**src/rtl/rdp_command_fill_engine_macros.svh**
```systemverilog
// Assertion macros shared by the fill engine modules.
`ifndef RDP_COMMAND_FILL_ENGINE_MACROS_SVH
`define RDP_COMMAND_FILL_ENGINE_MACROS_SVH

`ifndef SYNTHESIS

// Condition must hold at every clock edge outside reset.
`define RDP_ASSERT_ALWAYS(lbl, cond, msg) \
  lbl: assert property (@(posedge clk) disable iff (rst) (cond)) else $error(msg);

// Consequent must hold in the cycle after the antecedent.
`define RDP_ASSERT_NEXT(lbl, ante, cons, msg) \
  lbl: assert property (@(posedge clk) disable iff (rst) (ante) |=> (cons)) else $error(msg);

`else

`define RDP_ASSERT_ALWAYS(lbl, cond, msg)

`define RDP_ASSERT_NEXT(lbl, ante, cons, msg)

`endif

`endif

```
**src/rtl/rfe_pkg.sv**
```systemverilog
// Shared constants, codes and beat types of the fill engine.
package rfe_pkg;

  localparam int ADDR_BITS    = 23;
  localparam int WRITE_ADDR_W = 23;
  localparam int WORD_W       = 64;
  localparam int DATA_W       = 32;
  localparam int HALF_W       = DATA_W / 2;
  localparam int COORD_W      = 10;
  localparam int WIDTH_W      = COORD_W + 1;
  localparam int OFFSET_W     = COORD_W + WIDTH_W;
  localparam int SCALED_W     = OFFSET_W + 2;
  localparam int OPCODE_W     = 6;
  localparam int PIX_SIZE_W   = 2;

  // Output queue
  localparam int FIFO_DEPTH   = 3;
  localparam int FIFO_PTR_W   = $clog2(FIFO_DEPTH);
  localparam int FIFO_CNT_W   = $clog2(FIFO_DEPTH + 1);

  // Command opcodes
  localparam logic [OPCODE_W-1:0] OP_FILL_RECT       = 6'h36;
  localparam logic [OPCODE_W-1:0] OP_SET_FILL_COLOR  = 6'h37;
  localparam logic [OPCODE_W-1:0] OP_SET_COLOR_IMAGE = 6'h3F;

  // Item kinds
  localparam logic ACT_COMMAND = 1'b0;
  localparam logic ACT_TICK    = 1'b1;

  localparam logic [PIX_SIZE_W-1:0] PIX_SIZE_32 = 2'd3;

  // One pixel write waiting for address and data formation
  typedef struct packed {
    logic [COORD_W-1:0]   row;
    logic [COORD_W-1:0]   col;
    logic [WIDTH_W-1:0]   width;
    logic [ADDR_BITS-1:0] base;
    logic [DATA_W-1:0]    fill;
    logic                 wide;
    logic                 last;
  } rfe_req_t;

  // One finished write beat
  typedef struct packed {
    logic [WRITE_ADDR_W-1:0] addr;
    logic [DATA_W-1:0]       data;
    logic                    wide;
    logic                    last;
  } rfe_wr_t;

endpackage

```
**src/rtl/rfe_sequencer.sv**
```systemverilog
// Command decode, image/fill registers and the X-outer, Y-inner fill walk.
`include "rdp_command_fill_engine_macros.svh"

module rfe_sequencer (
  input  logic                            clk,
  input  logic                            rst,
  input  logic                            accept,
  input  logic                            action,
  input  logic [rfe_pkg::WORD_W-1:0]      command_word,
  output rfe_pkg::rfe_req_t               req,
  output logic                            req_valid
);
  import rfe_pkg::*;

  typedef enum logic [1:0] {
    ST_IDLE = 2'b01,
    ST_FILL = 2'b10
  } fill_state_t;

  fill_state_t            state;
  logic [ADDR_BITS-1:0]   image_address;
  logic [WIDTH_W-1:0]     image_width;
  logic [PIX_SIZE_W-1:0]  pixel_size;
  logic [DATA_W-1:0]      fill_value;
  logic [COORD_W-1:0]     column_now;
  logic [COORD_W-1:0]     row_now;
  logic [COORD_W-1:0]     row_first;
  logic [COORD_W-1:0]     column_final;
  logic [COORD_W-1:0]     row_final;

  logic [OPCODE_W-1:0]    opcode;
  logic [COORD_W-1:0]     x0, y0, x1, y1;
  logic                   cmd_fire;
  logic                   tick_fire;
  logic                   fill_ok;
  logic                   at_row_end;
  logic                   at_col_end;
  logic                   is_last;

  // Field extraction; 10.2 coordinates drop their fraction bits
  assign opcode = command_word[61:56];
  assign x1     = command_word[55:46];
  assign y1     = command_word[43:34];
  assign x0     = command_word[23:14];
  assign y0     = command_word[11:2];

  assign cmd_fire  = accept && (action == ACT_COMMAND) && (state == ST_IDLE);
  assign tick_fire = accept && (action == ACT_TICK) && (state == ST_FILL);
  assign fill_ok   = pixel_size[1] && (x0 <= x1) && (y0 <= y1);

  assign at_row_end = (row_now == row_final);
  assign at_col_end = (column_now == column_final);
  assign is_last    = at_row_end && at_col_end;

  // Control and architectural state
  always_ff @(posedge clk) begin
    if (rst) begin
      state         <= ST_IDLE;
      req_valid     <= 1'b0;
      image_address <= '0;
      image_width   <= '0;
      pixel_size    <= '0;
      fill_value    <= '0;
      column_now    <= '0;
      row_now       <= '0;
      row_first     <= '0;
      column_final  <= '0;
      row_final     <= '0;
    end else begin
      req_valid <= tick_fire;
      if (cmd_fire) begin
        case (opcode)
          OP_SET_COLOR_IMAGE: begin
            pixel_size    <= command_word[52:51];
            image_width   <= {1'b0, command_word[41:32]} + WIDTH_W'(1);
            image_address <= command_word[ADDR_BITS-1:0];
          end
          OP_SET_FILL_COLOR: begin
            fill_value <= command_word[DATA_W-1:0];
          end
          OP_FILL_RECT: begin
            if (fill_ok) begin
              state        <= ST_FILL;
              column_now   <= x0;
              row_now      <= y0;
              row_first    <= y0;
              column_final <= x1;
              row_final    <= y1;
            end
          end
          default: begin
          end
        endcase
      end
      // Walk: Y steps first, X steps when a column is done
      if (tick_fire) begin
        if (at_row_end) begin
          if (at_col_end) begin
            state <= ST_IDLE;
          end else begin
            column_now <= column_now + COORD_W'(1);
            row_now    <= row_first;
          end
        end else begin
          row_now <= row_now + COORD_W'(1);
        end
      end
    end
  end

  // Snapshot of everything the write needs, so later commands cannot disturb it
  always_ff @(posedge clk) begin
    if (tick_fire) begin
      req.row   <= row_now;
      req.col   <= column_now;
      req.width <= image_width;
      req.base  <= image_address;
      req.fill  <= fill_value;
      req.wide  <= (pixel_size == PIX_SIZE_32);
      req.last  <= is_last;
    end
  end

  `RDP_ASSERT_NEXT(a_idle_no_req, state == ST_IDLE, !req_valid, "write issued while idle")
  `RDP_ASSERT_NEXT(a_last_ends_fill, tick_fire && is_last, state == ST_IDLE, "fill not ended")
  `RDP_ASSERT_ALWAYS(a_walk_in_rect, (state != ST_FILL) || ((row_now <= row_final) && (column_now <= column_final)), "walk left rectangle")

endmodule

```
**src/rtl/rfe_pixel_calc.sv**
```systemverilog
// Byte address and big-endian data formation for one pixel write.
module rfe_pixel_calc (
  input  rfe_pkg::rfe_req_t req,
  output rfe_pkg::rfe_wr_t  wr
);
  import rfe_pkg::*;

  logic [OFFSET_W-1:0]  offset;
  logic [SCALED_W-1:0]  scaled;
  logic [ADDR_BITS-1:0] addr_sum;
  logic [HALF_W-1:0]    half;

  // Pixel offset in the image: row * width + column
  assign offset = (OFFSET_W'(req.row) * OFFSET_W'(req.width)) + OFFSET_W'(req.col);

  // Scale to bytes: 4 per wide pixel, 2 per narrow pixel
  assign scaled = req.wide ? {offset, 2'b00} : {1'b0, offset, 1'b0};

  // Base plus byte offset, wrapping at the address width
  assign addr_sum = req.base + ADDR_BITS'(scaled);

  // Narrow pixels: high half at even offsets, low half at odd ones
  assign half = offset[0] ? req.fill[HALF_W-1:0] : req.fill[DATA_W-1:HALF_W];

  assign wr.addr = WRITE_ADDR_W'(addr_sum);
  assign wr.data = req.wide ? req.fill : {{(DATA_W - HALF_W){1'b0}}, half};
  assign wr.wide = req.wide;
  assign wr.last = req.last;

endmodule

```
**src/rtl/rfe_out_fifo.sv**
```systemverilog
// Small output queue that holds write beats while the consumer stalls.
`include "rdp_command_fill_engine_macros.svh"

module rfe_out_fifo (
  input  logic             clk,
  input  logic             rst,
  input  logic             push,
  input  rfe_pkg::rfe_wr_t push_data,
  input  logic             pending,
  output logic             full,
  output logic             out_valid,
  input  logic             out_stall,
  output rfe_pkg::rfe_wr_t out_data
);
  import rfe_pkg::*;

  rfe_wr_t                 mem [FIFO_DEPTH];
  logic [FIFO_PTR_W-1:0]   wr_ptr;
  logic [FIFO_PTR_W-1:0]   rd_ptr;
  logic [FIFO_CNT_W-1:0]   count;
  logic                    pop;

  assign out_valid = (count != '0);
  assign out_data  = mem[rd_ptr];
  assign pop       = out_valid && !out_stall;

  // Room check counts the beat already in the calc stage
  assign full = (count == FIFO_CNT_W'(FIFO_DEPTH)) ||
                ((count == FIFO_CNT_W'(FIFO_DEPTH - 1)) && pending);

  // Pointers and fill level
  always_ff @(posedge clk) begin
    if (rst) begin
      wr_ptr <= '0;
      rd_ptr <= '0;
      count  <= '0;
    end else begin
      if (push) begin
        wr_ptr <= (wr_ptr == FIFO_PTR_W'(FIFO_DEPTH - 1)) ? '0 : wr_ptr + FIFO_PTR_W'(1);
      end
      if (pop) begin
        rd_ptr <= (rd_ptr == FIFO_PTR_W'(FIFO_DEPTH - 1)) ? '0 : rd_ptr + FIFO_PTR_W'(1);
      end
      if (push && !pop) begin
        count <= count + FIFO_CNT_W'(1);
      end else if (!push && pop) begin
        count <= count - FIFO_CNT_W'(1);
      end
    end
  end

  // Storage
  always_ff @(posedge clk) begin
    if (push) begin
      mem[wr_ptr] <= push_data;
    end
  end

  `RDP_ASSERT_ALWAYS(a_no_overflow, !(push && !pop && (count == FIFO_CNT_W'(FIFO_DEPTH))), "output queue overflow")

endmodule

```
**src/rtl/rdp_command_fill_engine.sv**
```systemverilog
// Top level of the rectangle fill engine for 64-bit display commands.
//
//   channel  signals                                           dir  handshake
//   in       action, command_word                              in   in_valid / in_stall
//   out      write_address, write_data, write_wide, last_write out  out_valid / out_stall
//
// One item per clock while in_stall is low; a tick during a fill yields its write beat
// through the snapshot register, then address/data logic into a 3-entry output queue.
// The 10x11 offset multiply plus the base add set the critical path.
// in_stall comes from registers only: it rises when the queue, counting the beat in
// flight, would be full. Commands and ticks are stalled alike.
// Reset is synchronous; control state and queue level clear at once, no clearing pass.
module rdp_command_fill_engine (
  input  logic                                clk,
  input  logic                                rst,
  input  logic                                in_valid,
  output logic                                in_stall,
  input  logic                                action,
  input  logic [rfe_pkg::WORD_W-1:0]          command_word,
  output logic                                out_valid,
  input  logic                                out_stall,
  output logic [rfe_pkg::WRITE_ADDR_W-1:0]    write_address,
  output logic [rfe_pkg::DATA_W-1:0]          write_data,
  output logic                                write_wide,
  output logic                                last_write
);
  import rfe_pkg::*;

  rfe_req_t req;
  logic     req_valid;
  rfe_wr_t  wr;
  rfe_wr_t  out_data;
  logic     accept;
  logic     queue_full;

  assign in_stall = queue_full;
  assign accept   = in_valid && !queue_full;

  rfe_sequencer u_seq (
    .clk          (clk),
    .rst          (rst),
    .accept       (accept),
    .action       (action),
    .command_word (command_word),
    .req          (req),
    .req_valid    (req_valid)
  );

  rfe_pixel_calc u_calc (
    .req (req),
    .wr  (wr)
  );

  rfe_out_fifo u_fifo (
    .clk       (clk),
    .rst       (rst),
    .push      (req_valid),
    .push_data (wr),
    .pending   (req_valid),
    .full      (queue_full),
    .out_valid (out_valid),
    .out_stall (out_stall),
    .out_data  (out_data)
  );

  // Unpack the beat onto the result ports
  assign write_address = out_data.addr;
  assign write_data    = out_data.data;
  assign write_wide    = out_data.wide;
  assign last_write    = out_data.last;

endmodule
```
**config.mk**
```make
export PLATFORM = sky130hd
export DESIGN_NAME = rdp_command_fill_engine
export DESIGN_NICKNAME = d
export VERILOG_FILES = /design/src/rtl/rfe_pkg.sv /design/src/rtl/rfe_sequencer.sv /design/src/rtl/rfe_pixel_calc.sv /design/src/rtl/rfe_out_fifo.sv /design/src/rtl/rdp_command_fill_engine.sv
export VERILOG_INCLUDE_DIRS = /design/src /design/src/rtl
export SDC_FILE = /design/constraint.sdc
export NUM_CORES = 1
export LEC_CHECK = 0
export BUFFER_PORTS_ARGS = -buffer_cell sky130_fd_sc_hd__buf_2
export CAP_MARGIN = 10
export CELL_PAD_IN_SITES_DETAIL_PLACEMENT = 0
export CELL_PAD_IN_SITES_GLOBAL_PLACEMENT = 1
export CORE_ASPECT_RATIO = 1.75
export CORE_MARGIN = 8
export CORE_UTILIZATION = 44
export DETAILED_ROUTE_END_ITERATION = 8
export PLACE_DENSITY_LB_ADDON = 0.1
export SYNTH_ARGS = -nofsm -noshare
export SYNTH_HDL_FRONTEND = slang
export SYNTH_SLANG_ARGS = --single-unit
```
**constraint.sdc**
```tcl
create_clock -name clk -period 6.7 [get_ports clk]
set_input_delay 1.675 -clock clk [delete_from_list [all_inputs] [get_ports clk]]
set_output_delay 1.675 -clock clk [all_outputs]
set_load 0.02 [all_outputs]
```
==> summary.txt <==
Clock network
  – H-tree depth: 2
  – Clock sink count: 388
  – Clock insertion delay at the later pin of the skew report: 540 ps
  – Worst-path clk slew: 70 ps
  – Post-CTS Hold Buffers: 0
  – CTS tree: done
  – Clock root cell: clkbuf_16
  – Bufs on Longest Clock Path: 3
  – TritonCTS buffer count: 35

Placement
  – Cells after DPL: 2529
  – Post-DP HPWL: 36010 um
  – Cell Area, Placed: 21730 sq um
  – Placer Congestion: 0.8340
  – Number of I/O port buffers: 123

Timing
  – Worst hold margin: 421.9 ps
  – Fmax: 154.5 MHz
  – Slew HR: 26.22%
  – Post-Route Setup TNS: 0 ps
  – Final min period: 6474 ps
  – Final hold vios: 0
  – Clk_skew: 22.15 ps
  – Final period util: 96.62%
  – Max-slew violations: 0
  – Actual slew at the worst max-slew pin: 1107 ps
  – Finish-stage setup viols: 0

GRT
  – Largest net degree at the start of global routing: 73
  – Vias in the first global route: 13846
  – First-pass GRT wire length: 76640 um
  – Initial antenna violation count: 2
  – Global-route usage over all layers: 18.52%
  – Grt ovf: 0

Critical path
  – Startpoint types: flop
  – Most common cell type on the critical path: fa_1
  – Slowest stage delay, CP: 530 ps
  – RR Startpoint: u_seq.req[84]$_DFFE_PP_
  – Kind of critical path: flop to flop
  – Slowest CP cell: fa_1
  – Crit path arrival time: 6740 ps
  – Reg2Reg Depth: 25
  – Crit end category: flop
  – Worst R2R End: u_fifo.mem[2][56]$_DFFE_PP_
  – Critical-path maximum fanout: 5
  – Critical Path RT: 6960 ps
  – Setup slack, reg-to-reg: 230 ps

Yosys
  – Synth area leader: edfxtp_1
  – Syn_nets: 2103
  – Distinct cells, synth: 64
  – Sequential area share after synthesis: 51.28%
  – Yosys warnings: 0
  – Syn avg cell area: 10.94 sq um
  – Ranking of synthesized cells by area: edfxtp_1, dfxtp_1, fa_1
  – Mapped Area: 20200 sq um
  – Synthesized flop and latch total: 388
  – Synth Flop Type: edfxtp_1
  – Async set-reset flop share out of synthesis: 0%
  – Yosys top cell area share: 38.50%
  – Gate Count Post-Synth: 1846
  – Number of synthesized flops with an enable pin: 259

Die
  – Die area: 53300 sq um
  – Starting Density: 44.23%
  – FP Rows: 104
  – Core Area: 45670 sq um
  – Top Ports: 128
  – DIE WIDTH: 178.0 um
  – Chip height: 299.5 um

Worst hold path
  – Hold_sp: u_seq.fill_value[8]$_SDFFE_PP0P_
  – Worst Hold End: u_seq.req[10]$_DFFE_PP_
  – Worst hold stages: 0
  – Worst Hold Class: flop to flop

Detailed routing
  – DRT iter0 DRCs: 729
  – Drt total wl: 49440 um
  – Post-route antenna net violation count: 0
  – Via count: 13526
  – Pre-antenna DRT Iters: 4
  – Detailed-route DRC error count: 0
  – Vias/cell: 5.165
  – Routed wire per std cell: 18.88 um

Layout
  – Final Non-Filler Cells: 2619
  – Syn-to-layout area delta: 15.66%
  – Commonest non-fill, non-tap cell in the layout: nand2_1
  – Nets: 2265
  – Layout cells sized above 1: 17.89%
  – Final instance area: 23370 sq um
  – Commonest cells after routing, fill and taps aside: nand2_1, edfxtp_1, inv_1, a21oi_1, dfxtp_1
  – Filler instances: 4154

Run status
  – Status: complete, no violations

Power and ir drop
  – Max VDD drop: 0.1662 mV
  – Leak: 9.279 nW
  – PwrDens: 199.2 nW/um^2

Job
  – Max cap viols: 0
worst max path at each step:
stage | from | end | slack [ps] | cells past startpoint
final | u_seq.req[84]$_DFFE_PP_ | u_fifo.mem[2][56]$_DFFE_PP_ | 230 | 25
after floorplan | u_seq.req[81]$_DFFE_PP_ | u_fifo.mem[0][56]$_DFFE_PP_ | 130 | 29
after global routing | u_seq.req[79]$_DFFE_PP_ | u_fifo.mem[0][50]$_DFFE_PP_ | -40 | 26
after global placement | u_seq.req[82]$_DFFE_PP_ | u_fifo.mem[2][56]$_DFFE_PP_ | -160 | 24
after detailed placement | u_seq.req[82]$_DFFE_PP_ | u_fifo.mem[2][56]$_DFFE_PP_ | -170 | 24
after CTS | u_seq.req[81]$_DFFE_PP_ | u_fifo.mem[1][56]$_DFFE_PP_ | 20 | 25
layer usage:
metal / GRT usage, % / wire length [um]
met3: 2.356 / 1981
met1: 20.52 / 18890
met2: 34.69 / 26570
met5: 0 / 24
met4: 7.588 / 1976
critical path: cells and delay by family, from the launching register on:
family / cells / cell delay (ps)
adder cells (fa/ha/maj): 7 / 2930
multiplexers: 1 / 140
AO/OA/AOI/OAI: 8 / 1270
buffers and inverters: 3 / 280
flip-flops: 1 / 510
XOR/XNOR: 2 / 370
AND/OR/NAND/NOR: 4 / 700
flip-flops by register name, summed over array words and instances (netlist names), named ones only:
register / count
u_fifo.mem: 171
u_seq.req: 88
u_seq.fill_value: 32
u_seq.image_address: 23
u_seq.image_width: 11
u_seq.column_final: 10
u_seq.column_now: 10
u_seq.row_final: 10
u_seq.row_first: 10
u_seq.row_now: 10
u_fifo.count: 2
u_fifo.rd_ptr: 2
u_fifo.wr_ptr: 2
u_seq.pixel_size: 2
u_seq.state: 2
u_seq.req_valid: 1
power by group:
group | switching, mW | internal (mW)
sequential | 0.000481 | 2.52
clock | 0.881 | 1.15
combinational | 0.0664 | 0.0327
total | 0.948 | 3.71
cells by family after synthesis:
kind of cell | synth area share (%)
buffers and inverters | 4.416
adder cells (fa/ha/maj) | 14.65
AND/OR/NAND/NOR | 12.24
AO/OA/AOI/OAI | 9.619
XOR/XNOR | 3.332
multiplexers | 4.459
flip-flops | 51.28
stage by stage:
step                      util [%]  setup slack, ps  total power [mW]
after detailed placement     47.57           -171.6             2.674
final                        51.16            226.1             4.654
after floorplan                  -            128.3             2.616
after CTS                    50.32            15.61             4.706
after global placement       47.57           -164.2             2.673
after global routing         51.15           -40.91             4.810
synth_stat cells (55+ instances only):
library cell    n
nor2_1         55
fa_1           81
o21ai_0        83
edfxtp_1      259
nand2_1       328
dfxtp_1       129
clkbuf_1       73
ha_1          107
a21oi_1       150
and2_1         75
mux2i_1        63
inv_1         150
cell type report:
type,count,area (sq um),share of cell area [%]
sequential,388,10360,44.36
tap,583,729.5,3.122
antenna,1,2.502,0.01071
timing repair buffer,208,1286,5.505
multi-input combinational,1224,9245,39.57
inverter,151,568.0,2.431
clock buffer,48,975.9,4.177
clock inverter,16,193.9,0.8300
timing repair:
item | in CTS | in global routing
cloned | 0 | 0
setup endpoints to repair | 12 | 24
pin swaps | 2 | 52
buffers inserted | 8 | 17
gates resized for setup | 6 | 66
Note: power is estimated with default switching activity, not from simulation.
